===== src/rtl/core/urt_pkg.sv =====
// shared types and constants for the udp peer reflector table
// used by urt_front, urt_engine and udp_peer_reflector_table; no dependencies
package urt_pkg;

  localparam int PEER_SLOTS_DEFAULT = 16;
  localparam logic [7:0] GRACE_RESET = 8'd16;

  typedef enum logic [1:0] {
    CLS_STUN    = 2'd0,
    CLS_DTLS    = 2'd1,
    CLS_SRTP    = 2'd2,
    CLS_UNKNOWN = 2'd3
  } urt_class_t;

  // classified item handed from the front to the engine
  typedef struct packed {
    logic [31:0] ip;
    logic [15:0] port;
    urt_class_t  cls;
    logic [31:0] sid;
  } urt_item_t;

  // one table entry
  typedef struct packed {
    logic [31:0] addr;
    logic [15:0] port;
    logic [31:0] session;
    logic [7:0]  grace;
  } urt_rec_t;

  typedef struct packed {
    urt_class_t  cls;
    logic [3:0]  src_slot;
    logic        has_dest;
    logic        dropped;
    logic [3:0]  dest_slot;
    logic [31:0] dest_ip;
    logic [15:0] dest_port;
    logic        last;
  } urt_result_t;

  typedef enum logic [2:0] {
    ST_IDLE,
    ST_MATCH,
    ST_RESOLVE,
    ST_GRACE,
    ST_FAN,
    ST_FAN_RD,
    ST_EMIT
  } urt_state_t;

endpackage


===== src/rtl/core/udp_peer_reflector_table.sv =====
// Peer table for a UDP reflector. Each item pushed is one datagram header; it is
// classified (STUN, DTLS, SRTP, unknown), looked up in a PEER_SLOTS-entry peer
// table by address and port or by session id, inserted on a miss (becoming
// master with a grace count of grace_packets), then dropped, answered with one
// result without a destination if no other peer is valid, or fanned out as one
// result per other valid peer in ascending slot order, last set on the final one.
// A two-item queue sits in front of the table engine, which works on one item
// at a time, paced by the single read port of the table memory, scanned once
// for the lookup and once for the fan-out. A result waits in an output register
// while the engine moves on. The user must write grace_packets through cfg_write
// and cfg_data only while the block is idle; the block does not enforce this.
// depends on urt_pkg, urt_front, urt_engine
module udp_peer_reflector_table import urt_pkg::*; #(
  parameter int PEER_SLOTS = PEER_SLOTS_DEFAULT
) (
  input  logic        clk,
  input  logic        rst,
  input  logic        cfg_write,
  input  logic [7:0]  cfg_data,
  input  logic        push,
  output logic        full,
  input  logic [31:0] source_ip,
  input  logic [15:0] source_port,
  input  logic [15:0] packet_length,
  input  logic [7:0]  first_byte,
  input  logic [7:0]  second_byte,
  input  logic [7:0]  third_byte,
  input  logic [31:0] id_word,
  output logic        empty,
  input  logic        pop,
  output logic [1:0]  packet_class,
  output logic [3:0]  source_slot,
  output logic        has_dest,
  output logic        dropped,
  output logic [3:0]  dest_slot,
  output logic [31:0] dest_ip,
  output logic [15:0] dest_port,
  output logic        last
);

  logic [7:0]  grace_packets;
  logic        item_valid;
  logic        item_take;
  urt_item_t   item;
  logic        res_valid;
  urt_result_t res;

  always_ff @(posedge clk) begin
    if (rst) begin
      grace_packets <= GRACE_RESET;
    end else if (cfg_write) begin
      grace_packets <= cfg_data;
    end
  end

  urt_front u_front (
    .clk           (clk),
    .rst           (rst),
    .push          (push),
    .full          (full),
    .source_ip     (source_ip),
    .source_port   (source_port),
    .packet_length (packet_length),
    .first_byte    (first_byte),
    .second_byte   (second_byte),
    .third_byte    (third_byte),
    .id_word       (id_word),
    .item_valid    (item_valid),
    .item_take     (item_take),
    .item          (item)
  );

  urt_engine #(
    .PEER_SLOTS (PEER_SLOTS)
  ) u_engine (
    .clk           (clk),
    .rst           (rst),
    .grace_packets (grace_packets),
    .item_valid    (item_valid),
    .item_take     (item_take),
    .item          (item),
    .res_valid     (res_valid),
    .res_take      (pop),
    .res           (res)
  );

  assign empty        = !res_valid;
  assign packet_class = res.cls;
  assign source_slot  = res.src_slot;
  assign has_dest     = res.has_dest;
  assign dropped      = res.dropped;
  assign dest_slot    = res.dest_slot;
  assign dest_ip      = res.dest_ip;
  assign dest_port    = res.dest_port;
  assign last         = res.last;

endmodule


===== src/rtl/core/urt_front.sv =====
// front end: accepts datagram headers, classifies them and queues them
// depends on urt_pkg
module urt_front import urt_pkg::*; (
  input  logic        clk,
  input  logic        rst,
  input  logic        push,
  output logic        full,
  input  logic [31:0] source_ip,
  input  logic [15:0] source_port,
  input  logic [15:0] packet_length,
  input  logic [7:0]  first_byte,
  input  logic [7:0]  second_byte,
  input  logic [7:0]  third_byte,
  input  logic [31:0] id_word,
  output logic        item_valid,
  input  logic        item_take,
  output urt_item_t   item
);

  localparam logic [7:0]  STUN_B0_A   = 8'h00;
  localparam logic [7:0]  STUN_B0_B   = 8'h01;
  localparam logic [7:0]  STUN_B1_A   = 8'h01;
  localparam logic [7:0]  STUN_B1_B   = 8'h11;
  localparam logic [7:0]  STUN_B2     = 8'h00;
  localparam logic [7:0]  ALT_B0      = 8'd90;
  localparam logic [7:0]  ALT_B1      = 8'h6d;
  localparam logic [7:0]  DTLS_B0_A   = 8'h14;
  localparam logic [7:0]  DTLS_B0_B   = 8'h16;
  localparam logic [7:0]  DTLS_B1     = 8'hfe;
  localparam logic [7:0]  DTLS_B2     = 8'hfd;
  localparam logic [7:0]  SRTP_B0_A   = 8'h80;
  localparam logic [7:0]  SRTP_B0_B   = 8'h90;
  localparam logic [7:0]  SRTP_B0_C   = 8'h81;
  localparam logic [15:0] ID_MIN_LEN  = 16'd36;

  urt_class_t cls;
  urt_item_t  in_item;
  logic       len_ge2;
  logic       len_ge3;

  urt_item_t  q [2];
  logic       wr_ptr;
  logic       rd_ptr;
  logic [1:0] count;
  logic       do_push;
  logic       do_pop;

  assign len_ge2 = packet_length >= 16'd2;
  assign len_ge3 = packet_length >= 16'd3;

  always_comb begin
    if (len_ge3 && (first_byte == STUN_B0_A || first_byte == STUN_B0_B) &&
        (second_byte == STUN_B1_A || second_byte == STUN_B1_B) && third_byte == STUN_B2) begin
      cls = CLS_STUN;
    end else if (len_ge2 && first_byte == ALT_B0 && second_byte == ALT_B1) begin
      cls = CLS_STUN;
    end else if (len_ge3 && (first_byte == DTLS_B0_A || first_byte == DTLS_B0_B) &&
                 second_byte == DTLS_B1 && third_byte == DTLS_B2) begin
      cls = CLS_DTLS;
    end else if (len_ge2 && (first_byte == SRTP_B0_A || first_byte == SRTP_B0_B ||
                             first_byte == SRTP_B0_C)) begin
      cls = CLS_SRTP;
    end else begin
      cls = CLS_UNKNOWN;
    end
  end

  always_comb begin
    in_item.ip   = source_ip;
    in_item.port = source_port;
    in_item.cls  = cls;
    in_item.sid  = (cls == CLS_STUN && packet_length >= ID_MIN_LEN) ? id_word : 32'd0;
  end

  // two-entry queue toward the engine
  assign full       = count == 2'd2;
  assign item_valid = count != 2'd0;
  assign item       = q[rd_ptr];
  assign do_push    = push && !full;
  assign do_pop     = item_take && item_valid;

  always_ff @(posedge clk) begin
    if (rst) begin
      wr_ptr <= 1'b0;
      rd_ptr <= 1'b0;
      count  <= 2'd0;
    end else begin
      if (do_push) begin
        wr_ptr <= !wr_ptr;
      end
      if (do_pop) begin
        rd_ptr <= !rd_ptr;
      end
      if (do_push && !do_pop) begin
        count <= count + 2'd1;
      end else if (do_pop && !do_push) begin
        count <= count - 2'd1;
      end
    end
  end

  always_ff @(posedge clk) begin
    if (do_push) begin
      q[wr_ptr] <= in_item;
    end
  end

endmodule


===== src/rtl/core/urt_engine.sv =====
// back end: peer table lookup, insert, drop decision and fan-out sequencer
// depends on urt_pkg; holds the peer table memory and the result register
module urt_engine import urt_pkg::*; #(
  parameter int PEER_SLOTS = PEER_SLOTS_DEFAULT
) (
  input  logic        clk,
  input  logic        rst,
  input  logic [7:0]  grace_packets,
  input  logic        item_valid,
  output logic        item_take,
  input  urt_item_t   item,
  output logic        res_valid,
  input  logic        res_take,
  output urt_result_t res
);

  localparam int SLOT_W = (PEER_SLOTS > 1) ? $clog2(PEER_SLOTS) : 1;
  localparam int CNT_W  = $clog2(PEER_SLOTS + 1);
  localparam logic [CNT_W-1:0]  CNT_END   = CNT_W'(PEER_SLOTS);
  localparam logic [SLOT_W-1:0] SLOT_LAST = SLOT_W'(PEER_SLOTS - 1);

  urt_state_t state;
  urt_state_t state_next;

  urt_rec_t mem [PEER_SLOTS];
  urt_rec_t rd_data;
  logic [SLOT_W-1:0] rd_addr;
  logic              wr_en;
  urt_rec_t          wr_rec;

  urt_item_t           job;
  logic [CNT_W-1:0]    idx;
  logic [SLOT_W-1:0]   idx_s;
  logic                cmp_vld;
  logic [SLOT_W-1:0]   cmp_idx;
  logic                found;
  logic [SLOT_W-1:0]   src;
  logic [7:0]          grace_reg;
  logic                emit_drop;
  logic [PEER_SLOTS-1:0] slot_valid;
  logic [SLOT_W-1:0]   next_free;
  logic [SLOT_W-1:0]   master;

  logic                issue;
  logic                hit;
  logic [7:0]          cur_grace;
  logic                drop;
  logic [PEER_SLOTS-1:0] src_oh;
  logic [PEER_SLOTS-1:0] above;
  logic                others;
  logic                more_after;
  logic                cand;
  logic                out_free;
  logic                load_dest;
  logic                load_plain;

  assign idx_s     = idx[SLOT_W-1:0];
  assign issue     = idx != CNT_END;
  assign hit       = slot_valid[cmp_idx] &&
                     ((rd_data.addr == job.ip && rd_data.port == job.port) ||
                      rd_data.session == job.sid);
  assign cur_grace = found ? rd_data.grace : grace_reg;
  assign drop      = job.cls != CLS_STUN && src != master && cur_grace == 8'd0;
  assign out_free  = !res_valid || res_take;
  assign cand      = issue && slot_valid[idx_s] && idx_s != src;

  always_comb begin
    for (int i = 0; i < PEER_SLOTS; i++) begin
      src_oh[i] = SLOT_W'(i) == src;
      above[i]  = SLOT_W'(i) > idx_s;
    end
  end

  assign others     = |(slot_valid & ~src_oh);
  assign more_after = |(slot_valid & ~src_oh & above);

  always_comb begin
    case (state)
      ST_RESOLVE: rd_addr = src;
      default:    rd_addr = idx_s;
    endcase
  end

  always_comb begin
    state_next = state;
    item_take  = 1'b0;
    wr_en      = 1'b0;
    load_dest  = 1'b0;
    load_plain = 1'b0;
    wr_rec.addr    = found ? rd_data.addr : job.ip;
    wr_rec.port    = found ? rd_data.port : job.port;
    wr_rec.session = found ? rd_data.session : job.sid;
    wr_rec.grace   = (cur_grace == 8'd0) ? 8'd0 : cur_grace - 8'd1;
    case (state)
      ST_IDLE: begin
        if (item_valid) begin
          item_take  = 1'b1;
          state_next = ST_MATCH;
        end
      end
      ST_MATCH: begin
        if (!issue && !cmp_vld) begin
          state_next = ST_RESOLVE;
        end
      end
      ST_RESOLVE: begin
        state_next = ST_GRACE;
      end
      ST_GRACE: begin
        if (drop) begin
          state_next = ST_EMIT;
        end else begin
          wr_en = !found || cur_grace != 8'd0;
          state_next = others ? ST_FAN : ST_EMIT;
        end
      end
      ST_FAN: begin
        if (!issue) begin
          state_next = ST_IDLE;
        end else if (cand) begin
          state_next = ST_FAN_RD;
        end
      end
      ST_FAN_RD: begin
        if (out_free) begin
          load_dest  = 1'b1;
          state_next = more_after ? ST_FAN : ST_IDLE;
        end
      end
      ST_EMIT: begin
        if (out_free) begin
          load_plain = 1'b1;
          state_next = ST_IDLE;
        end
      end
      default: begin
        state_next = ST_IDLE;
      end
    endcase
  end

  always_ff @(posedge clk) begin
    if (rst) begin
      state <= ST_IDLE;
    end else begin
      state <= state_next;
    end
  end

  // peer table memory, one write and one registered read per cycle
  always_ff @(posedge clk) begin
    if (wr_en) begin
      mem[src] <= wr_rec;
    end
    rd_data <= mem[rd_addr];
  end

  always_ff @(posedge clk) begin
    if (rst) begin
      slot_valid <= '0;
      next_free  <= '0;
      master     <= '0;
      res_valid  <= 1'b0;
      cmp_vld    <= 1'b0;
      found      <= 1'b0;
    end else begin
      case (state)
        ST_IDLE: begin
          if (item_valid) begin
            job     <= item;
            idx     <= '0;
            found   <= 1'b0;
            cmp_vld <= 1'b0;
          end
        end
        ST_MATCH: begin
          cmp_vld <= issue;
          cmp_idx <= idx_s;
          if (issue) begin
            idx <= idx + CNT_W'(1);
          end
          // lowest matching slot wins
          if (cmp_vld && hit && !found) begin
            found <= 1'b1;
            src   <= cmp_idx;
          end
        end
        ST_RESOLVE: begin
          if (!found) begin
            src                   <= next_free;
            slot_valid[next_free] <= 1'b1;
            master                <= next_free;
            next_free             <= (next_free == SLOT_LAST) ? '0 : next_free + SLOT_W'(1);
            grace_reg             <= grace_packets;
          end
        end
        ST_GRACE: begin
          emit_drop <= drop;
          idx       <= '0;
        end
        ST_FAN: begin
          if (issue && !cand) begin
            idx <= idx + CNT_W'(1);
          end
        end
        ST_FAN_RD: begin
          if (out_free) begin
            idx <= idx + CNT_W'(1);
          end
        end
        default: begin
        end
      endcase

      if (load_dest || load_plain) begin
        res_valid <= 1'b1;
      end else if (res_take) begin
        res_valid <= 1'b0;
      end
    end
  end

  // result register
  always_ff @(posedge clk) begin
    if (load_dest) begin
      res.cls       <= job.cls;
      res.src_slot  <= 4'(src);
      res.has_dest  <= 1'b1;
      res.dropped   <= 1'b0;
      res.dest_slot <= 4'(idx_s);
      res.dest_ip   <= rd_data.addr;
      res.dest_port <= rd_data.port;
      res.last      <= !more_after;
    end else if (load_plain) begin
      res.cls       <= job.cls;
      res.src_slot  <= 4'(src);
      res.has_dest  <= 1'b0;
      res.dropped   <= emit_drop;
      res.dest_slot <= 4'd0;
      res.dest_ip   <= 32'd0;
      res.dest_port <= 16'd0;
      res.last      <= 1'b1;
    end
  end

endmodule

===== config.mk =====
export PLATFORM = sky130hd
export DESIGN_NAME = udp_peer_reflector_table
export DESIGN_NICKNAME = d
export VERILOG_FILES = /design/src/rtl/core/urt_pkg.sv /design/src/rtl/core/udp_peer_reflector_table.sv /design/src/rtl/core/urt_front.sv /design/src/rtl/core/urt_engine.sv
export SDC_FILE = /design/constraint.sdc
export NUM_CORES = 2
export LEC_CHECK = 0
export BUFFER_PORTS_ARGS = -buffer_cell sky130_fd_sc_hd__buf_2
export CORE_UTILIZATION = 65
export CTS_BUF_LIST = sky130_fd_sc_hd__clkbuf_4 sky130_fd_sc_hd__clkbuf_8
export DETAILED_ROUTE_END_ITERATION = 16
export PLACE_DENSITY = 0.83
export SLEW_MARGIN = 10
export SYNTH_ARGS = -nofsm -noshare
export SYNTH_HDL_FRONTEND = slang
export SYNTH_SLANG_ARGS = --single-unit

===== constraint.sdc =====
create_clock -name clk -period 11.2 [get_ports clk]
set_input_delay 1.12 -clock clk [delete_from_list [all_inputs] [get_ports clk]]
set_output_delay 1.12 -clock clk [all_outputs]
set_load 0.05 [all_outputs]

* Yosys cells after proc, flatten, opt, wreduce, memory -nomap -nowiden
Memory sizes are Yosys's and may differ from the RTL's. A register that Yosys moved wholly into a read port is not among the register bits.
Index checks and enable logic that the tools add are counted.
** Word-level totals
- Register bits :: 125
- Bits in writable memories :: 1572
- Input port bits :: 133
- Output and inout port bits :: 63
- Logic and storage cells :: 239
- Memories :: 2
** Memory list
- u_engine.mem :: depth 16, bits a word 88, read ports 1, clocked after Yosys merged registers in 1, wr ports 1, RTL line urt_engine.sv:25 : urt_rec_t mem [PEER_SLOTS];
- u_front.q :: depth 2, bits a word 82, read ports 1, clocked after Yosys merged registers in 1, wr ports 1, RTL line urt_front.sv:41 : urt_item_t q [2];
** Operators by class
- Add/sub/neg operators :: 5
- Order comparisons :: 23
- Eq/ne operators :: 50
- Multiplexer cells :: 57
- Bitwise operators :: 6
- Reductions and logical operators :: 72
** Operators by type and width (number)
- 2-to-1 mux 61 bit :: 2
- 2-to-1 mux 32 bit :: 3
- == test 32 bit :: 2
- == test 8 bit, second input constant :: 5
- AND 16 bit :: 2
- == test 4 bit, first input constant :: 8
- >= comparator 16 x 2 -> 1 bit, second input constant :: 2
- greater-than comparator 4 bit, first input constant :: 8
- OR reduction 16 bit :: 2
- logical AND 1 bit :: 25
- case mux 5 bit (5 select lines) :: 1
- == test 8 x 5 -> 1 bit, second input constant :: 3
- logical NOT 8 bit :: 3
- 2-to-1 mux 3 bit :: 8
- case mux 3 bit (7 select lines) :: 1
- 2-to-1 mux 5 bit :: 4
- 2-to-1 mux 1 bit :: 19
- == test 16 bit :: 1
- == test 3 x 4 -> 1 bit, first input constant :: 4
- == test 8 x 1 -> 1 bit, second input constant :: 2
- == test 8 x 7 -> 1 bit, second input constant :: 2
- >= comparator 16 x 6 -> 1 bit, second input constant :: 1
- greater-than comparator 3 x 4 -> 1 bit, first input constant :: 4
- 2-to-1 mux 16 bit :: 1
- 44 further kinds :: 100

* Depth between registers and ports, before layout
- Word-level depth :: 11
- Mapped depth :: 10
- Gate-level depth less buffers :: 8

* Modules after synthesis
A second synthesis with hierarchy kept.
** Unflattened totals
- Cell total of the unflattened synthesis :: 5167
- Area total of the unflattened synthesis :: 73925.9 um^2
** Modules (own cells, without submodules)
- urt_engine :: instances 1, cells each 4749, area each 66701.5 um^2, seq. area each 49577.5 um^2
- urt_front :: instances 1, cells each 391, area each 6930.4 um^2, seq. area each 5024.8 um^2
- udp_peer_reflector_table :: instances 1, cells each 27, area each 294.0 um^2, seq. area each 160.2 um^2

* Worst setup path before layout
No wires, ideal clock.
- Path kind :: flip-flop to flip-flop
- From :: reg u_engine.found
- To :: mem u_engine.mem[1][0] (netlist name) (enable)
- Setup time :: 0.642 ns
- Arrival :: 7.740 ns
- Required time :: 10.558 ns
- Slack :: 2.818 ns
- Stages on the path, launching flop included :: 9
- Buffers on the path :: 1
- Period minus slack after synthesis :: 8.382 ns
- Cells stage by stage :: dfxtp_1 > buf_2 > mux2i_1 > ha_1 > o221ai_1 > nor4_1 > nor3_1 > nand3b_1 > nor3_1
** On the way
- Word-level cells in the longest chain between the ends :: 7
- Elaborated cells between the ends (all ways) :: 10
- Those cells by class :: mux (5); reduce/logical (5)
** Ends and longest elaborated chain
- start, declared :: RTL line urt_engine.sv:36 : logic found;
- start signal, assigned :: RTL line urt_engine.sv:165 : found <= 1'b0;
- start signal, assigned :: RTL line urt_engine.sv:172 : found <= 1'b0;
- start signal, assigned :: RTL line urt_engine.sv:184 : found <= 1'b1;
- 2-to-1 mux 8 bit :: RTL line urt_engine.sv:62 : assign cur_grace = found ? rd_data.grace : grace_reg;
- logical NOT 8 bit :: RTL line urt_engine.sv:63 : assign drop = job.cls != CLS_STUN && src != master && cur_grace == 8'd0;
- logical AND 1 bit :: RTL line urt_engine.sv:63
- named net u_engine.drop :: RTL line urt_engine.sv:47 : logic drop;
- 2-to-1 mux 1 bit :: RTL line urt_engine.sv:110 : if (drop) begin
- 2-to-1 mux 1 bit :: RTL line urt_engine.sv:94 : case (state)
- 2-to-1 mux 1 bit :: RTL line urt_engine.sv:152 : if (wr_en) begin
- 2-to-1 mux 1 bit (implied by the code) :: RTL line urt_engine.sv:153 : mem[src] <= wr_rec;
- end, declared :: RTL line urt_engine.sv:25
The timed path passes the listed nets, and every way through them passes these cells.

* Worst setup path after layout
- From :: reg u_engine.state[1]
- To :: reg, netlist name u_engine.rd_data[60]
** On the way
- Word-level cells in the longest chain between the ends :: 2
** Ends and longest elaborated chain
- start, declared :: RTL line urt_engine.sv:22 : urt_state_t state;
- start signal, assigned :: RTL line urt_engine.sv:146 : state <= state_next;
- == test 3 x 2 -> 1 bit :: RTL line urt_engine.sv:78 : case (state)
- 2-to-1 mux 4 bit :: RTL line urt_engine.sv:78
Every way passes these cells.
A chain may end at the register's enable or synchronous reset.

==> impl_results.md <==
* Starting Density at 0.6593
* DRT met1 WL at 67,130 um
* CTS tree: done
* Ys async rst share at 0
* Grt ovf at 0
* Multi-input gate area at 17,490 um2
* Pwr dens at 247.2 nW/um2
* Maximum Capacitance Violations at 0
* Synth Instances at 5,124
* Die height at 338.2 um
* Static Leak at 29.11 nW
* Type of the worst setup path: reg2reg
* Syn nets at 5,267
* R2R Path Start: u_engine.state[1]$_SDFFE_PP0P_
* CP bufs+invs at 3
* Worst-Skew Late Latency at 0.99 ns
* Final WL at 179,900 um
* Area Growth Syn to Fin at 11.27%
* WL/cell at 25.35 um
* CTS sink cnt at 1,867
* Remaining DRCs at 0
* Primary FF master, synth: edfxtp_1
* Via-per-instance ratio at 6.406
* Cell family with most CP delay: buffers and inverters
* Slew Limit Fails at 0
* Met2 WL at 84,830 um
* Crit end category: register
* WP data required at 12.02 ns
* Cts-stage hold buffer count at 0
* Pre-antenna DRT Iters at 8
* Metal3 WL at 21,580 um
* Post-CTS Resized at 0
* Pin count of the biggest net entering global routing at 214
* Crit path launch type: register
* Highest routed layer: met5
* Top flop regs: u_engine.mem (1408), u_front.q (164), u_engine.rd_data (88)
* RSZ-0062 raised after global routing: false
* Hold Crit Depth at 1
* Die ar. at 114,400 um2
* Synth warn at 0
* Postcts setup bufs at 0
* I/O Buffers at 195
* Biggest register: u_engine.mem
* Die X at 338.2 um
* Fin Setup TNS at 0 ns
* Final setup violation count at 0
* Worst Max-Slew Pin Slew at 1.287 ns
* Register Area at 54,750 um2
* Bufs on Longest Clock Path at 4
* Post-route clock period utilization at 0.4637
* GRT Overall Usage at 0.3112
* Top fanout value on the critical path at 161
* R2R Path End: u_engine.rd_data[60]$_DFF_P_
* Most frequent CP cell: buf_4
* Post-Route Skew at 0.08833 ns
* Min-delay src: source_ip[5]
* I/O Pins at 196
* Synthesized area at 73,470 um2
* Hold slack at 0.3202 ns
* Max FFs per register at 1,408
* Fmax at 192.6 MHz
* Crit path DAT at 6.01 ns
* Antenna Violating Nets Remaining at 0
* HPWL Detailed at 93,120 um
* Fraction of layout cells with a size suffix above 1 at 0.1737
* Synth unique cells at 65
* H-tree depth at 5
* Antenna violations before repair at 14
* Via count at 45,470
* Core Region at 111,400 um2
* Row cnt at 122
* Fillers at 6,458
* Minimum clock period at 5.193 ns
* Seq/Total Area, Yosys at 0.7451
* Hold Violations, Final at 0
* DR iter-0 viols at 6,493
* First-pass GRT wire length at 268,400 um
* Slew HR at 0.1423
* Avg Inst Size Synth at 14.34 um2
* CTS Root Cell: clkbuf_8
* Placer Congestion at 0.8412
* Final nets at 5,532
* CTS Buf Count at 300
* Crit-path slowest cell: buf_4
* Worst-path cell chain: nor3b_4 > nor2_1 > a21oi_4 > buf_4 > buf_4 > buf_12 > nand3_1 > a32oi_1 > o221ai_1
* Max incr delay on CP at 0.85 ns
* Peak supply drop at 0.0003177 V
* Vias in the first global route at 45,110
* Clock slew at reported path FFs at 0.06 ns
* R2R Setup Slk at 6.01 ns
* Post-synthesis register bit count at 1,867
* Post-synth EDFFs at 1,735
* Hold crit path type: in2reg
* Worst-case hold path end point: u_front.q[0][55]$_DFFE_PP_
* R2r worst-path depth at 9
* Outcome: completed
## where the power goes
part | leakage (nW) | internal, mW | switching (mW)
Clock | 3.20 | 3.30 | 2.59
Sequential | 16.7 | 8.44 | 0.407
Combinational | 9.20 | 1.66 | 3.82
## metrics by stage
stage	instance area (um2)	power, mW	util	setup WS (ns)	instances
3_5_place_dp	75690	14.26	0.6792	6.112	6575
4_1_cts	81730	20.13	0.7335	6.068	7095
3_3_place_gp	75690	14.06	0.6792	6.321	6575
2_1_floorplan	73470	12.61	-	2.818	5124
5_1_grt	81740	20.93	0.7336	5.704	7097
6_report	81750	20.21	0.7336	6.007	7098
## synthesized netlist by cell type, types with 4 or more instances
library cell     n  area [um2]
a211oi_1         5       37.54
buf_4           23       172.7
buf_1            9       33.78
nor3_1          21       105.1
xnor2_1         10       87.58
mux2_2         166        1869
mux2i_1        281        2813
nand4_1         12       75.07
nor4b_1          4       35.03
nand2_1       1261        4733
nor3b_1          7       52.55
inv_1           13       48.80
xor2_1          90       788.3
mux4_2           9       202.7
o22ai_1          4       25.02
and2_1          53       331.6
clkbuf_1       127       476.7
nand4b_1         5       43.79
ha_1            10       125.1
a32oi_1         88       770.7
o31ai_1          5       37.54
o21ai_0          9       45.04
dfxtp_1        132        2643
o221ai_1        89       779.5
nand3_1        544        2723
and3_1          33       206.5
o311ai_0         4       35.03
nand2b_1        10       62.56
buf_2          140       700.7
nor4_1          33       206.5
a31oi_1         17       106.4
nand3b_1         6       45.04
nor2b_1         15       93.84
a21oi_1         31       155.2
edfxtp_1      1735       52100
nor2_1          80       300.3
## worst max-delay path by stage
stage | slack, ns | cells past startpoint | end | start
4_1_cts | 6.07 | 8 | u_engine.rd_data[21]$_DFF_P_ | u_engine.state[1]$_SDFFE_PP0P_
3_3_place_gp | 6.32 | 8 | u_engine.rd_data[21]$_DFF_P_ | u_engine.state[1]$_SDFFE_PP0P_
2_1_floorplan | 2.82 | 8 | u_engine.mem[1][0]$_DFFE_PP_ | u_engine.found$_SDFFE_PP0P_
5_1_grt | 5.70 | 8 | u_engine.rd_data[31]$_DFF_P_ | u_engine.state[1]$_SDFFE_PP0P_
3_5_place_dp | 6.11 | 9 | u_engine.rd_data[60]$_DFF_P_ | u_engine.state[1]$_SDFFE_PP0P_
6_report | 6.01 | 9 | u_engine.rd_data[60]$_DFF_P_ | u_engine.state[1]$_SDFFE_PP0P_
## routing by layer
layer	GRT usage	vias to the layer above
li1	-	19530
met1	0.4295	22130
met2	0.4901	3290
met3	0.06413	503
met4	0.1249	10
met5	0	-
## layout by cell type (no fill, tap or decap), drive strengths merged, types with 17 or more instances in the layout
master,instances
mux2,167
nor4,33
a32oi,88
and2,54
and3,33
a21oi,31
nand2,1261
nor3,21
dfxtp,132
inv,17
o221ai,89
edfxtp,1735
xor2,90
nor2,82
mux2i,281
a31oi,17
buf,264
nand3,544
clkbuf,452
clkinv,46
## layout make-up
cell class	instances	share of cell area
timing repair buffer	264	0.01889
clock buffer	452	0.06745
inverter	13	0.0005969
clock inverter	68	0.006474
tap	1488	0.02278
sequential	1867	0.6698
antenna	3	0.00009184
multi-input combinational	2943	0.2140
## logic make-up after synthesis
| group | count (synthesis) | synth area share |
|---|---|---|
| XOR/XNOR | 100 | 0.01192 |
| multiplexers | 457 | 0.06669 |
| AND/OR/NAND/NOR | 2103 | 0.1250 |
| adder cells (fa/ha/maj) | 10 | 0.001703 |
| buffers and inverters | 314 | 0.01981 |
| flip-flops | 1867 | 0.7451 |
| AO/OA/AOI/OAI | 273 | 0.02972 |
Power figures use the tool's default switching activity.
